## src/sv/otmr_pkg.sv

```systemverilog
`default_nettype none

package otmr_pkg;

   localparam int unsigned ID_W     = 32;
   localparam int unsigned DELAY_W  = 32;
   localparam int unsigned TIME_W   = 64;
   localparam int unsigned MAX_FIRE = 16;
   localparam int unsigned FCNT_W   = $clog2(MAX_FIRE);

   localparam logic [ID_W-1:0] ID_FIRST = ID_W'(1);
   localparam logic [ID_W-1:0] ID_LAST  = '1;

   typedef enum logic [1:0] {
      CMD_TIMEOUT  = 2'd0,
      CMD_INTERVAL = 2'd1,
      CMD_CLEAR    = 2'd2,
      CMD_TICK     = 2'd3
   } cmd_type;

   typedef enum logic [2:0] {
      KIND_ASSIGNED = 3'd0,
      KIND_FIRED    = 3'd1,
      KIND_CLEARED  = 3'd2,
      KIND_FULL     = 3'd3,
      KIND_NONE     = 3'd4
   } kind_type;

   typedef enum logic [1:0] {
      ST_IDLE,
      ST_SCAN,
      ST_DONE
   } state_type;

   typedef struct packed {
      logic [ID_W-1:0]    id;
      logic [DELAY_W-1:0] delay;
      logic               periodic;
      logic [TIME_W-1:0]  deadline;
   } slot_type;

   // per-cycle view of the check stage
   typedef struct packed {
      logic vld;
      logic done;
      logic clr_hit;
      logic due;
   } chk_type;

   // accumulated over one scan
   typedef struct packed {
      logic match_found;
      logic free_found;
      logic best_found;
      logic best_periodic;
      logic more;
   } scan_res_type;

   function automatic logic [TIME_W-1:0] sat_add(input logic [TIME_W-1:0] a,
                                                 input logic [DELAY_W-1:0] b);
      logic [TIME_W:0] s;
      s = {1'b0, a} + {{(TIME_W - DELAY_W + 1){1'b0}}, b};
      return s[TIME_W] ? '1 : s[TIME_W-1:0];
   endfunction

endpackage

`default_nettype wire

```

## src/sv/otmr_ram.sv

```systemverilog
`default_nettype none

module otmr_ram #(
   parameter int unsigned WIDTH = 8,
   parameter int unsigned DEPTH = 16,
   parameter int unsigned AW    = (DEPTH > 1) ? $clog2(DEPTH) : 1
) (
   input  wire logic             clock,
   input  wire logic             wr_en,
   input  wire logic [AW-1:0]    wr_addr,
   input  wire logic [WIDTH-1:0] wr_data,
   input  wire logic [AW-1:0]    rd_addr,
   output logic      [WIDTH-1:0] rd_data
);

   logic [WIDTH-1:0] mem_ff [DEPTH];
   logic [WIDTH-1:0] rd_data_ff;

   always_ff @(posedge clock) begin
      if (wr_en) begin
         mem_ff[wr_addr] <= wr_data;
      end
      rd_data_ff <= mem_ff[rd_addr];
   end

   assign rd_data = rd_data_ff;

endmodule

`default_nettype wire

```

## src/sv/otmr_scan.sv

```systemverilog
`default_nettype none

module otmr_scan #(
   parameter int unsigned NUM_SLOTS = 16,
   parameter int unsigned IW        = (NUM_SLOTS > 1) ? $clog2(NUM_SLOTS) : 1
) (
   input  wire logic                         clock,
   input  wire logic                         reset,
   input  wire logic                         start,
   input  wire otmr_pkg::cmd_type            cmd,
   input  wire logic                         pass0,
   input  wire logic [otmr_pkg::ID_W-1:0]    next_id,
   input  wire logic [otmr_pkg::ID_W-1:0]    target,
   input  wire logic [otmr_pkg::TIME_W-1:0]  now,
   input  wire otmr_pkg::slot_type           rd_slot,
   input  wire logic                         slot_valid,
   input  wire logic                         slot_due,
   output logic      [IW-1:0]                rd_addr,
   output otmr_pkg::chk_type                 chk,
   output logic      [IW-1:0]                chk_idx,
   output otmr_pkg::scan_res_type            res,
   output logic      [IW-1:0]                match_idx,
   output logic      [IW-1:0]                free_idx,
   output logic      [IW-1:0]                best_idx,
   output logic      [otmr_pkg::ID_W-1:0]    best_id,
   output logic      [otmr_pkg::DELAY_W-1:0] best_delay
);

   import otmr_pkg::*;

   localparam logic [IW-1:0] LAST_IDX = IW'(NUM_SLOTS - 1);

   logic [IW-1:0]      iss_ff, iss_in;
   logic               busy_ff, busy_in;
   logic               chk_vld_ff, chk_vld_in;
   logic [IW-1:0]      chk_idx_ff, chk_idx_in;

   logic               match_found_ff, match_found_in;
   logic [IW-1:0]      match_idx_ff, match_idx_in;
   logic               free_found_ff, free_found_in;
   logic [IW-1:0]      free_idx_ff, free_idx_in;
   logic               best_found_ff, best_found_in;
   logic [IW-1:0]      best_idx_ff, best_idx_in;
   logic [ID_W-1:0]    best_id_ff, best_id_in;
   logic [DELAY_W-1:0] best_delay_ff, best_delay_in;
   logic               best_periodic_ff, best_periodic_in;
   logic               more_ff, more_in;

   logic is_set;
   logic due;

   // address issue, one slot a cycle
   always_comb begin
      iss_in     = iss_ff;
      busy_in    = busy_ff;
      chk_vld_in = 1'b0;
      chk_idx_in = iss_ff;
      if (start) begin
         iss_in  = '0;
         busy_in = 1'b1;
      end else if (busy_ff) begin
         chk_vld_in = 1'b1;
         iss_in     = iss_ff + 1'b1;
         if (iss_ff == LAST_IDX) begin
            busy_in = 1'b0;
            iss_in  = '0;
         end
      end
   end

   assign is_set = (cmd == CMD_TIMEOUT) || (cmd == CMD_INTERVAL);
   assign due    = chk_vld_ff && (cmd == CMD_TICK) &&
                   (pass0 ? (slot_valid && (now >= rd_slot.deadline)) : slot_due);

   always_comb begin
      match_found_in   = match_found_ff;
      match_idx_in     = match_idx_ff;
      free_found_in    = free_found_ff;
      free_idx_in      = free_idx_ff;
      best_found_in    = best_found_ff;
      best_idx_in      = best_idx_ff;
      best_id_in       = best_id_ff;
      best_delay_in    = best_delay_ff;
      best_periodic_in = best_periodic_ff;
      more_in          = more_ff;
      if (start) begin
         match_found_in = 1'b0;
         free_found_in  = 1'b0;
         best_found_in  = 1'b0;
         more_in        = 1'b0;
      end else if (chk_vld_ff) begin
         if (is_set) begin
            if (!match_found_ff && slot_valid && (rd_slot.id == next_id)) begin
               match_found_in = 1'b1;
               match_idx_in   = chk_idx_ff;
            end
            if (!free_found_ff && !slot_valid) begin
               free_found_in = 1'b1;
               free_idx_in   = chk_idx_ff;
            end
         end
         if (due) begin
            if (best_found_ff) begin
               more_in = 1'b1;
            end
            if (!best_found_ff || (rd_slot.id < best_id_ff)) begin
               best_found_in    = 1'b1;
               best_idx_in      = chk_idx_ff;
               best_id_in       = rd_slot.id;
               best_delay_in    = rd_slot.delay;
               best_periodic_in = rd_slot.periodic;
            end
         end
      end
   end

   always_ff @(posedge clock) begin
      if (reset) begin
         busy_ff    <= 1'b0;
         chk_vld_ff <= 1'b0;
      end else begin
         busy_ff    <= busy_in;
         chk_vld_ff <= chk_vld_in;
      end
      iss_ff           <= iss_in;
      chk_idx_ff       <= chk_idx_in;
      match_found_ff   <= match_found_in;
      match_idx_ff     <= match_idx_in;
      free_found_ff    <= free_found_in;
      free_idx_ff      <= free_idx_in;
      best_found_ff    <= best_found_in;
      best_idx_ff      <= best_idx_in;
      best_id_ff       <= best_id_in;
      best_delay_ff    <= best_delay_in;
      best_periodic_ff <= best_periodic_in;
      more_ff          <= more_in;
   end

   assign rd_addr = iss_ff;
   assign chk_idx = chk_idx_ff;

   always_comb begin
      chk.vld     = chk_vld_ff;
      chk.done    = chk_vld_ff && (chk_idx_ff == LAST_IDX);
      chk.clr_hit = chk_vld_ff && (cmd == CMD_CLEAR) && slot_valid && (rd_slot.id == target);
      chk.due     = due;
   end

   always_comb begin
      res.match_found   = match_found_ff;
      res.free_found    = free_found_ff;
      res.best_found    = best_found_ff;
      res.best_periodic = best_periodic_ff;
      res.more          = more_ff;
   end

   assign match_idx  = match_idx_ff;
   assign free_idx   = free_idx_ff;
   assign best_idx   = best_idx_ff;
   assign best_id    = best_id_ff;
   assign best_delay = best_delay_ff;

endmodule

`default_nettype wire

```

## src/sv/oneshot_periodic_timer_table_core.sv

```systemverilog
// channel | handshake            | payload
// --------+----------------------+-------------------------------------------------
// req     | req_valid/req_stall  | req_command, req_delay_ms, req_target_id, req_now_ms
// rsp     | rsp_valid/rsp_stall  | rsp_kind, rsp_timer_id, rsp_last
//
// Every item runs one scan of the slot memory, one slot a cycle; the next item
// is taken only when the block has returned to idle.
// A tick runs one scan per fired timer, up to 16.
// Synchronous reset empties the table and sets the id counter to one.
// A stalled rsp holds the block in its final step; a new item may be accepted
// while the last result still waits.
`default_nettype none

module oneshot_periodic_timer_table_core #(
   parameter int unsigned NUM_SLOTS = 16
) (
   input  wire logic                        clock,
   input  wire logic                        reset,
   input  wire logic                        req_valid,
   output logic                             req_stall,
   input  wire logic [1:0]                  req_command,
   input  wire logic [otmr_pkg::DELAY_W-1:0] req_delay_ms,
   input  wire logic [otmr_pkg::ID_W-1:0]   req_target_id,
   input  wire logic [otmr_pkg::TIME_W-1:0] req_now_ms,
   output logic                             rsp_valid,
   input  wire logic                        rsp_stall,
   output logic      [2:0]                  rsp_kind,
   output logic      [otmr_pkg::ID_W-1:0]   rsp_timer_id,
   output logic                             rsp_last
);

   import otmr_pkg::*;

   localparam int unsigned IW = (NUM_SLOTS > 1) ? $clog2(NUM_SLOTS) : 1;
   localparam logic [FCNT_W-1:0] FIRE_LAST = FCNT_W'(MAX_FIRE - 1);

   state_type          state_ff, state_in;
   cmd_type            cmd_ff, cmd_in;
   logic [DELAY_W-1:0] delay_ff, delay_in;
   logic [ID_W-1:0]    target_ff, target_in;
   logic [TIME_W-1:0]  now_ff, now_in;
   logic [ID_W-1:0]    next_id_ff, next_id_in;
   logic [NUM_SLOTS-1:0] valid_ff, valid_in;
   logic [NUM_SLOTS-1:0] due_ff, due_in;
   logic               pass0_ff, pass0_in;
   logic [FCNT_W-1:0]  fire_cnt_ff, fire_cnt_in;

   logic               rsp_valid_ff, rsp_valid_in;
   kind_type           rsp_kind_ff, rsp_kind_in;
   logic [ID_W-1:0]    rsp_timer_id_ff, rsp_timer_id_in;
   logic               rsp_last_ff, rsp_last_in;

   logic               req_acc;
   logic               out_free;
   logic               scan_start;
   logic               emit;
   kind_type           emit_kind;
   logic [ID_W-1:0]    emit_id;
   logic               emit_last;
   logic               fire_last;
   logic               fire_more;

   logic               wr_en;
   logic [IW-1:0]      wr_addr;
   slot_type           wr_slot;
   logic [$bits(slot_type)-1:0] rd_word;
   slot_type           rd_slot;
   logic [IW-1:0]      rd_addr;

   chk_type            chk;
   logic [IW-1:0]      chk_idx;
   scan_res_type       res;
   logic [IW-1:0]      match_idx;
   logic [IW-1:0]      free_idx;
   logic [IW-1:0]      best_idx;
   logic [ID_W-1:0]    best_id;
   logic [DELAY_W-1:0] best_delay;

   otmr_ram #(
      .WIDTH ($bits(slot_type)),
      .DEPTH (NUM_SLOTS)
   ) u_ram (
      .clock   (clock),
      .wr_en   (wr_en),
      .wr_addr (wr_addr),
      .wr_data (wr_slot),
      .rd_addr (rd_addr),
      .rd_data (rd_word)
   );

   assign rd_slot = slot_type'(rd_word);

   otmr_scan #(
      .NUM_SLOTS (NUM_SLOTS)
   ) u_scan (
      .clock      (clock),
      .reset      (reset),
      .start      (scan_start),
      .cmd        (cmd_ff),
      .pass0      (pass0_ff),
      .next_id    (next_id_ff),
      .target     (target_ff),
      .now        (now_ff),
      .rd_slot    (rd_slot),
      .slot_valid (valid_ff[chk_idx]),
      .slot_due   (due_ff[chk_idx]),
      .rd_addr    (rd_addr),
      .chk        (chk),
      .chk_idx    (chk_idx),
      .res        (res),
      .match_idx  (match_idx),
      .free_idx   (free_idx),
      .best_idx   (best_idx),
      .best_id    (best_id),
      .best_delay (best_delay)
   );

   assign req_stall = (state_ff != ST_IDLE);
   assign req_acc   = req_valid && !req_stall;
   assign out_free  = !rsp_valid_ff || !rsp_stall;
   assign fire_last = !res.more || (fire_cnt_ff == FIRE_LAST);
   assign fire_more = (cmd_ff == CMD_TICK) && res.best_found && !fire_last;

   always_comb begin
      state_in = state_ff;
      unique case (state_ff)
         ST_IDLE: begin
            if (req_acc) state_in = ST_SCAN;
         end
         ST_SCAN: begin
            if (chk.done) state_in = ST_DONE;
         end
         ST_DONE: begin
            if (out_free) state_in = fire_more ? ST_SCAN : ST_IDLE;
         end
         default: state_in = ST_IDLE;
      endcase
   end

   always_comb begin
      scan_start  = 1'b0;
      wr_en       = 1'b0;
      wr_addr     = best_idx;
      wr_slot     = '{id: best_id, delay: best_delay, periodic: res.best_periodic,
                      deadline: sat_add(now_ff, best_delay)};
      emit        = 1'b0;
      emit_kind   = KIND_NONE;
      emit_id     = '0;
      emit_last   = 1'b1;
      cmd_in      = cmd_ff;
      delay_in    = delay_ff;
      target_in   = target_ff;
      now_in      = now_ff;
      next_id_in  = next_id_ff;
      valid_in    = valid_ff;
      due_in      = due_ff;
      pass0_in    = pass0_ff;
      fire_cnt_in = fire_cnt_ff;
      unique case (state_ff)
         ST_IDLE: begin
            if (req_acc) begin
               cmd_in      = cmd_type'(req_command);
               delay_in    = req_delay_ms;
               target_in   = req_target_id;
               now_in      = req_now_ms;
               scan_start  = 1'b1;
               pass0_in    = 1'b1;
               fire_cnt_in = '0;
            end
         end
         ST_SCAN: begin
            if (chk.clr_hit) valid_in[chk_idx] = 1'b0;
            if (pass0_ff && chk.vld && (cmd_ff == CMD_TICK)) due_in[chk_idx] = chk.due;
         end
         ST_DONE: begin
            if (out_free) begin
               emit = 1'b1;
               unique case (cmd_ff)
                  CMD_TIMEOUT, CMD_INTERVAL: begin
                     if (res.match_found || res.free_found) begin
                        wr_en   = 1'b1;
                        wr_addr = res.match_found ? match_idx : free_idx;
                        wr_slot = '{id: next_id_ff, delay: delay_ff,
                                    periodic: (cmd_ff == CMD_INTERVAL),
                                    deadline: sat_add(now_ff, delay_ff)};
                        valid_in[wr_addr] = 1'b1;
                        emit_kind  = KIND_ASSIGNED;
                        emit_id    = next_id_ff;
                        next_id_in = (next_id_ff == ID_LAST) ? ID_FIRST : next_id_ff + 1'b1;
                     end else begin
                        emit_kind = KIND_FULL;
                     end
                  end
                  CMD_CLEAR: begin
                     emit_kind = KIND_CLEARED;
                     emit_id   = target_ff;
                  end
                  CMD_TICK: begin
                     if (res.best_found) begin
                        emit_kind        = KIND_FIRED;
                        emit_id          = best_id;
                        emit_last        = fire_last;
                        due_in[best_idx] = 1'b0;
                        if (res.best_periodic) begin
                           wr_en = 1'b1;
                        end else begin
                           valid_in[best_idx] = 1'b0;
                        end
                        if (!fire_last) begin
                           scan_start  = 1'b1;
                           pass0_in    = 1'b0;
                           fire_cnt_in = fire_cnt_ff + 1'b1;
                        end
                     end else begin
                        emit_kind = KIND_NONE;
                     end
                  end
               endcase
            end
         end
         default: ;
      endcase
   end

   assign rsp_valid_in    = emit || (rsp_valid_ff && rsp_stall);
   assign rsp_kind_in     = emit ? emit_kind : rsp_kind_ff;
   assign rsp_timer_id_in = emit ? emit_id : rsp_timer_id_ff;
   assign rsp_last_in     = emit ? emit_last : rsp_last_ff;

   always_ff @(posedge clock) begin
      if (reset) begin
         state_ff     <= ST_IDLE;
         next_id_ff   <= ID_FIRST;
         valid_ff     <= '0;
         rsp_valid_ff <= 1'b0;
      end else begin
         state_ff     <= state_in;
         next_id_ff   <= next_id_in;
         valid_ff     <= valid_in;
         rsp_valid_ff <= rsp_valid_in;
      end
      cmd_ff          <= cmd_in;
      delay_ff        <= delay_in;
      target_ff       <= target_in;
      now_ff          <= now_in;
      due_ff          <= due_in;
      pass0_ff        <= pass0_in;
      fire_cnt_ff     <= fire_cnt_in;
      rsp_kind_ff     <= rsp_kind_in;
      rsp_timer_id_ff <= rsp_timer_id_in;
      rsp_last_ff     <= rsp_last_in;
   end

   assign rsp_valid    = rsp_valid_ff;
   assign rsp_kind     = rsp_kind_ff;
   assign rsp_timer_id = rsp_timer_id_ff;
   assign rsp_last     = rsp_last_ff;

endmodule

`default_nettype wire

```

## config.mk

```make
export PLATFORM = sky130hd
export DESIGN_NAME = oneshot_periodic_timer_table_core
export DESIGN_NICKNAME = d
export VERILOG_FILES = /design/src/sv/otmr_pkg.sv /design/src/sv/otmr_ram.sv /design/src/sv/otmr_scan.sv /design/src/sv/oneshot_periodic_timer_table_core.sv
export SDC_FILE = /design/constraint.sdc
export NUM_CORES = 2
export LEC_CHECK = 0
export ABC_AREA = 0
export BUFFER_PORTS_ARGS = -buffer_cell sky130_fd_sc_hd__buf_2
export CAP_MARGIN = 25
export CORE_MARGIN = 2
export CORE_UTILIZATION = 57
export CTS_CLUSTER_SIZE = 24
export DETAILED_ROUTE_END_ITERATION = 10
export GPL_ROUTABILITY_DRIVEN = 0
export PLACE_DENSITY = 0.76
export RECOVER_POWER = 100
export SLEW_MARGIN = 25
export SYNTH_ARGS = -nofsm -noshare
export SYNTH_HDL_FRONTEND = slang
export SYNTH_HIERARCHICAL = 1
export SYNTH_SLANG_ARGS = --single-unit
export TNS_END_PERCENT = 5
```

## constraint.sdc

```tcl
create_clock -name clock -period 12 [get_ports clock]
set_input_delay 1.8 -clock clock [delete_from_list [all_inputs] [get_ports clock]]
set_output_delay 1.8 -clock clock [all_outputs]
set_load 0.01 [all_outputs]
```

After elaboration in Yosys (flattened, before gate mapping):

Memory sizes are Yosys's and may differ from the RTL's. A register that Yosys moved wholly into a read port is not among the register bits.
Index checks and enable logic that the tools add are counted.

* $add $sub $neg: 5
* order comparisons: 8
* equal/unequal tests: 23
* muxes and demuxes: 80
* bitwise operators: 7
* reductions and logical operators: 56

Operator list (count)
* two-way mux 129 bit: 4
* two-way mux 16 bit: 9
* adder 64 x 32 -> 65 bit: 2
* two-way mux 64 bit: 2
* two-way mux 32 bit: 3
* one-hot mux 16 bit (2 select lines): 3
* one-hot mux 32 bit (3 select lines): 1
* equality test 32 bit: 2
* greater-or-equal comparator 64 bit: 1
* bitwise AND 16 bit: 3
* two-way mux 4 bit: 11
* adder 32 x 1 -> 32 bit (second input constant): 1
* equality test 32 bit (second input constant): 1
* < comparator 32 bit: 1
* inverter 16 bit: 2
* two-way mux 1 bit: 30
* AND reduction 4 bit: 5
* logical AND 1 bit: 19
* bitwise mux 16 bit: 1
* bitwise OR 16 bit: 1
* < comparator 4 x 5 -> 1 bit (second input constant): 3
* AND reduction 3 bit: 5
* != test 2 bit (second input constant): 7
* demux 1 bit (select 4 bit): 3
* 25 further kinds: 59

* register bits: 329
* bits in writable memories: 2064
* input port bits: 134
* logic and storage cells: 208
* memories: 1

Memory list
* u_ram.mem_ff: words 16, width 129, read ports 1, clocked after memory_dff 1, wr ports 1, RTL line otmr_ram.sv:16 `logic [WIDTH-1:0] mem_ff [DEPTH];`

Depth between registers and ports, before layout:

* word-level depth: 11
* depth in mapped cells: 14

By module:

The synthesis kept the hierarchy.

Modules (own cells, without submodules)
* otmr_ram: times used 1, cells an instance 3370, area each 80314.5 um2
* oneshot_periodic_timer_table_core: times used 1, cells an instance 1660, area each 15233.4 um2
* otmr_scan: times used 1, cells an instance 562, area each 5987.0 um2

Worst setup path before layout:

Ideal clock, no wire load.

* path kind: input-to-reg
* start: in rsp_stall
* end: mem u_ram/mem_ff[0][0] (netlist name), enable pin
* setup time: 0.775 ns
* arrival time: 12.286 ns
* required time: 11.225 ns
* setup slack: -1.061 ns
* stages on the path: 8
* path buffers: 3
* path through: a21bo_2 -> or3_1 -> clkbuf_1 -> clkbuf_1 -> clkbuf_1 -> nand2_1 -> or3b_2 -> nor3_1

* word-level cells in the longest chain between the ends: 6
* elaborated cells between the ends (all ways): 8
* classes of those cells: 6 x mux; 2 x reduce/logical

Ends and longest elaborated chain
* start, declared: RTL line oneshot_periodic_timer_table_core.sv:26 `input wire logic rsp_stall,`
* zero test 1 bit: RTL line oneshot_periodic_timer_table_core.sv:120 `assign out_free = !rsp_valid_ff || !rsp_stall;`
* logical OR 1 bit: RTL line oneshot_periodic_timer_table_core.sv:120
* two-way mux 1 bit: RTL line oneshot_periodic_timer_table_core.sv:176 `if (out_free) begin`
* two-way mux 1 bit: RTL line oneshot_periodic_timer_table_core.sv:159 `unique case (state_ff)`
* via wr_en: RTL line oneshot_periodic_timer_table_core.sv:63 `logic wr_en;`
* two-way mux 1 bit: RTL line otmr_ram.sv:20 `if (wr_en) begin`
* two-way mux 1 bit (not written as such): RTL line otmr_ram.sv:21 `mem_ff[wr_addr] <= wr_data;`
* end, declared: RTL line otmr_ram.sv:16

The timed path passes the listed nets, and every way through them passes these cells.

Final worst setup path:

* start: reg state_ff[0]
* end: mem u_ram/mem_ff[8][52] (netlist name), enable pin

* elaborated cells between the ends (all ways): 5
* classes of those cells: 1 x eq/ne; 4 x mux

RTL lines
* start, declared: RTL line oneshot_periodic_timer_table_core.sv:37 `state_type state_ff, state_in;`
* start signal, assigned: RTL line oneshot_periodic_timer_table_core.sv:237 `state_ff <= state_in;`
* equality test 2 bit: RTL line oneshot_periodic_timer_table_core.sv:159
* two-way mux 4 bit: RTL line oneshot_periodic_timer_table_core.sv:159
* via wr_addr[3]: RTL line oneshot_periodic_timer_table_core.sv:64 `logic [IW-1:0] wr_addr;`

The timed path passes the listed nets, and every way through them passes these cells.

==> impl_metrics.xml <==
<?xml version="1.0" encoding="UTF-8"?>
<metrics>
  <group name="cts">
    <metric name="tritoncts.num_buffers" unit="">237</metric>
    <metric name="cts-root-to-sink-buffers" unit="">3</metric>
    <metric name="clock_sinks" unit="">2522</metric>
    <metric name="htree_num_levels" unit="">4</metric>
    <metric name="post_cts_setup_inserts" unit="">0</metric>
    <metric name="holdBufCountCts" unit="">0</metric>
    <metric name="cts_repair_resize_count" unit="">0</metric>
    <metric name="clk_pin_slew" unit="ns">0.06</metric>
    <metric name="cts_tree" unit="">done</metric>
    <metric name="clock_insertion_delay_worst_skew" unit="ns">0.88</metric>
    <metric name="cts_root_buffer" unit="">sky130_fd_sc_hd__clkbuf_16</metric>
  </group>
  <group name="global_route">
    <metric name="global_route.usage.met2" unit="">0.451</metric>
    <metric name="gr-total-overflow" unit="">0</metric>
    <metric name="grt_usage" unit="">0.281</metric>
    <metric name="globalRouteMet3Util" unit="">0.0437</metric>
    <metric name="grt-busiest-layer" unit="">met2</metric>
    <metric name="first_pass_grt_wire_length" unit="um">371000</metric>
    <metric name="grt_antenna_before_repair" unit="">4</metric>
    <metric name="grt_max_degree" unit="">130</metric>
    <metric name="globalRouteMet1Util" unit="">0.380</metric>
    <metric name="first_global_vias" unit="">55670</metric>
  </group>
  <group name="cells_and_area">
    <metric name="postLayoutCoreUtil" unit="">0.639</metric>
    <metric name="syn2layout_area_growth" unit="%">11.1</metric>
    <metric name="final_cells" unit="">8432</metric>
    <metric name="num-nets-final" unit="">6177</metric>
    <metric name="final_common_cell" unit="">sky130_fd_sc_hd__edfxtp_1</metric>
    <metric name="layout.cells.most_common_list" unit="">2328 x sky130_fd_sc_hd__edfxtp_1, 497 x sky130_fd_sc_hd__mux4_2, 430 x sky130_fd_sc_hd__nand2_1, 254 x sky130_fd_sc_hd__a22oi_1, 238 x sky130_fd_sc_hd__clkbuf_16</metric>
    <metric name="fillers" unit="">11772</metric>
    <metric name="fin_area" unit="sq um">113000</metric>
    <metric name="post_route_cells_drive_above_1_share" unit="">0.183</metric>
  </group>
  <group name="synthesis">
    <metric name="synthesis.area" unit="sq um">102000</metric>
    <metric name="post_synthesis_share_of_cell_area_spent_on_xor_and_xnor_gates" unit="">0.0129</metric>
    <metric name="leading_area_contributor_after_synthesis" unit="">sky130_fd_sc_hd__edfxtp_1</metric>
    <metric name="yosys_warnings" unit="">6</metric>
    <metric name="postSynthAreaPerCell" unit="sq um">18.2</metric>
    <metric name="syn-num-nets" unit="">5895</metric>
    <metric name="synth_top_area_share" unit="">0.689</metric>
    <metric name="ys_seq_area_frac" unit="">0.727</metric>
    <metric name="ys_async_sr_fraction" unit="">0</metric>
    <metric name="number_of_enable_flip_flop_cells_after_synthesis" unit="">2328</metric>
    <metric name="post_synth_num_cell_types" unit="">94</metric>
    <metric name="synth_top_family_by_area" unit="">multiplexers</metric>
    <metric name="share_of_synthesized_area_spent_on_multiplexers" unit="">0.120</metric>
    <metric name="synthCells" unit="">5592</metric>
    <metric name="ys_dominant_reg_cell" unit="">sky130_fd_sc_hd__edfxtp_1</metric>
    <metric name="synthAdderAreaFrac" unit="">0.0210</metric>
    <metric name="synth_seq_cells" unit="">2522</metric>
    <metric name="yosys.area_share.simple" unit="">0.0422</metric>
    <metric name="synth_compound_gate_area_share" unit="">0.0600</metric>
    <metric name="synth.area.top_cells" unit="">sky130_fd_sc_hd__edfxtp_1 69%, sky130_fd_sc_hd__mux4_2 11%, sky130_fd_sc_hd__dfxtp_1 3.8%</metric>
  </group>
  <group name="die">
    <metric name="start_util" unit="">0.575</metric>
    <metric name="placeable_core_region" unit="sq um">176000</metric>
    <metric name="floorplan_row_count" unit="">154</metric>
    <metric name="io-pin-count" unit="">172</metric>
    <metric name="fp.dieW" unit="um">426</metric>
    <metric name="die_area" unit="sq um">182000</metric>
    <metric name="vertical_die_dimension" unit="um">426</metric>
  </group>
  <group name="detailed_routing">
    <metric name="detailedRoute.firstIterationViolations" unit="">7320</metric>
    <metric name="antenna_violating_nets_post_route" unit="">0</metric>
    <metric name="detail_route.wl_per_cell" unit="um">30.4</metric>
    <metric name="detailroute.via_count" unit="">55620</metric>
    <metric name="firstDrtPassIters" unit="">6</metric>
    <metric name="drt-vias-per-instance" unit="">6.60</metric>
    <metric name="post-route-drc-count" unit="">0</metric>
    <metric name="totalWireLength" unit="um">256000</metric>
  </group>
  <group name="min_path">
    <metric name="worstHoldPathType" unit="">flop to flop</metric>
  </group>
  <group name="sta">
    <metric name="final-setup-viol-count" unit="">0</metric>
    <metric name="fin_crit_sh" unit="">0.709</metric>
    <metric name="unrepaired_setup_endpoints_after_global_routing" unit="">false</metric>
    <metric name="hold_viol_final" unit="">0</metric>
    <metric name="fin_skew" unit="ns">0.0608</metric>
    <metric name="timing.final.crit_period" unit="ns">8.50</metric>
    <metric name="timing.hold.ws" unit="ns">0.386</metric>
    <metric name="timing_max_transition_violations_final" unit="">1441</metric>
    <metric name="worst_pin_slew" unit="ns">4.30</metric>
    <metric name="clock.fmax" unit="GHz">0.118</metric>
    <metric name="max_slew_margin" unit="">-1.87</metric>
    <metric name="fin_ws" unit="ns">3.50</metric>
  </group>
  <group name="worst_setup_path">
    <metric name="timing.critical_path.fanout_max" unit="">103</metric>
    <metric name="setup.worst_path.start_class" unit="">flop</metric>
    <metric name="wp_data_arrival" unit="ns">8.87</metric>
    <metric name="worstPathRequired" unit="ns">12.37</metric>
    <metric name="end_kind" unit="">flop</metric>
    <metric name="setup.worst_path.class" unit="">flop to flop</metric>
  </group>
  <group name="place">
    <metric name="numPortBuffers" unit="">171</metric>
    <metric name="post-place-ws" unit="ns">5.13</metric>
    <metric name="placed_cells" unit="">7947</metric>
    <metric name="place_area" unit="sq um">105000</metric>
    <metric name="post-dp-hpwl" unit="um">143000</metric>
  </group>
  <group name="pwr">
    <metric name="pwr_density_cell" unit="nW/um^2">211</metric>
    <metric name="vdd_drop_max" unit="mV">0.226</metric>
    <metric name="cellLeakagePower" unit="nW">36.6</metric>
  </group>
  <group name="outcome">
    <metric name="failing_checks" unit="">capacitance limit, slew limit</metric>
    <metric name="status" unit="">finished with violations</metric>
  </group>
  <group name="flow_run">
    <metric name="max_cap_viol" unit="">37</metric>
  </group>
</metrics>
-- registers in the layout (all words and copies together) (netlist names), 16 cells and up --
name	cells
u_ram/rd_data	129
u_scan/best_id	32
rsp_timer_id	32
valid_ff	16
due_ff	16
u_scan/best_delay	32
next_id_ff	32
target_ff	32
u_ram/mem_ff	2064
now_ff	64
delay_ff	32
-- cells in the mapped netlist, types with 13 or more instances --
| master | n |
|---|---|
| sky130_fd_sc_hd__nand2b_1 | 38 |
| sky130_fd_sc_hd__or3_1 | 16 |
| sky130_fd_sc_hd__nand3_1 | 52 |
| sky130_fd_sc_hd__nor2_1 | 153 |
| sky130_fd_sc_hd__nor2b_1 | 63 |
| sky130_fd_sc_hd__inv_1 | 131 |
| sky130_fd_sc_hd__o211ai_1 | 17 |
| sky130_fd_sc_hd__dfxtp_1 | 194 |
| sky130_fd_sc_hd__o21a_1 | 33 |
| sky130_fd_sc_hd__a22oi_2 | 40 |
| sky130_fd_sc_hd__mux2i_1 | 26 |
| sky130_fd_sc_hd__a21oi_1 | 172 |
| sky130_fd_sc_hd__a21o_1 | 44 |
| sky130_fd_sc_hd__o2bb2ai_1 | 16 |
| sky130_fd_sc_hd__buf_4 | 22 |
| sky130_fd_sc_hd__mux2_2 | 59 |
| sky130_fd_sc_hd__a221oi_1 | 13 |
| sky130_fd_sc_hd__nand4_1 | 44 |
| sky130_fd_sc_hd__and3_1 | 19 |
| sky130_fd_sc_hd__nor3_1 | 35 |
| sky130_fd_sc_hd__a211oi_1 | 19 |
| sky130_fd_sc_hd__ha_1 | 167 |
| sky130_fd_sc_hd__o31ai_1 | 21 |
| sky130_fd_sc_hd__o21ai_0 | 144 |
| sky130_fd_sc_hd__a22oi_1 | 223 |
| sky130_fd_sc_hd__nor4_1 | 20 |
| sky130_fd_sc_hd__edfxtp_1 | 2328 |
| sky130_fd_sc_hd__xor2_1 | 108 |
| sky130_fd_sc_hd__o221ai_1 | 21 |
| sky130_fd_sc_hd__buf_2 | 108 |
| sky130_fd_sc_hd__nand2_1 | 430 |
| sky130_fd_sc_hd__mux4_2 | 497 |
| sky130_fd_sc_hd__clkbuf_1 | 105 |
| sky130_fd_sc_hd__xnor2_1 | 41 |
-- power breakdown --
group	switching, mW	total, mW	internal, mW
registers	0.479	10.8	10.4
logic	2.92	5.16	2.23
clock network	3.31	7.75	4.45
total	6.71	23.8	17.1
-- routing by layer --
layer / part of all wire / vias up / wire [um]
li1: - / 23113 / -
met1: 0.37 / 28562 / 94900
met2: 0.48 / 3375 / 124000
met3: 0.093 / 566 / 23700
met4: 0.054 / 4 / 13800
met5: 0.000082 / - / 21
-- worst paths after layout --
check / endpoint / start / depth (start not counted) / slack (ns)
worst max-delay path: u_ram/mem_ff[8][52] / state_ff[0] / 9 / 3.50
worst min-delay path: u_scan/best_delay[15] / u_ram/rd_data[80] / 0 / 0.39
worst max register to register: u_ram/mem_ff[8][52] / state_ff[0] / 9 / 3.50
worst min register to register: u_scan/best_delay[15] / u_ram/rd_data[80] / 0 / 0.39
-- through the flow --
stage | TNS (ns) | total power [mW]
2_1_floorplan | -279.21 | 14.6
6_report | 0 | 23.8
5_1_grt | 0 | 24.6
3_3_place_gp | 0 | 16.0
4_1_cts | 0 | 23.8
3_5_place_dp | 0 | 16.1
-- cell families after synthesis --
logic type,Yosys count
adders and majority gates,169
AOI/OAI and AO/OA,859
buffers and inverters,389
xor gates and xnor gates,149
DFF,2522
and+or+nand+nor,921
muxes,583
-- worst max-delay path, stage by stage, from the launching register on --
cell                       delay, ns
sky130_fd_sc_hd__dfxtp_1        0.36
sky130_fd_sc_hd__inv_1          0.11
sky130_fd_sc_hd__ha_1           0.15
sky130_fd_sc_hd__clkbuf_1       1.36
sky130_fd_sc_hd__a21bo_1        0.43
sky130_fd_sc_hd__or3_1          1.01
sky130_fd_sc_hd__o21ai_0        0.68
sky130_fd_sc_hd__nand3b_1       0.39
sky130_fd_sc_hd__nor3_1         0.33
sky130_fd_sc_hd__clkbuf_2       3.04
-- area by class of cell --
type | instances | area (sq um) | area share
Inverter | 131 | 492 | 0.00436
Clock inverter | 160 | 1830 | 0.0162
Timing Repair Buffer | 301 | 1590 | 0.0141
Tap cell | 2340 | 2930 | 0.0260
Antenna cell | 1 | 2.50 | 0.0000222
Clock buffer | 296 | 6350 | 0.0563
Multi-Input combinational cell | 2681 | 25800 | 0.229
Sequential cell | 2522 | 73800 | 0.654
Note: power is estimated with default switching activity, not from simulation.
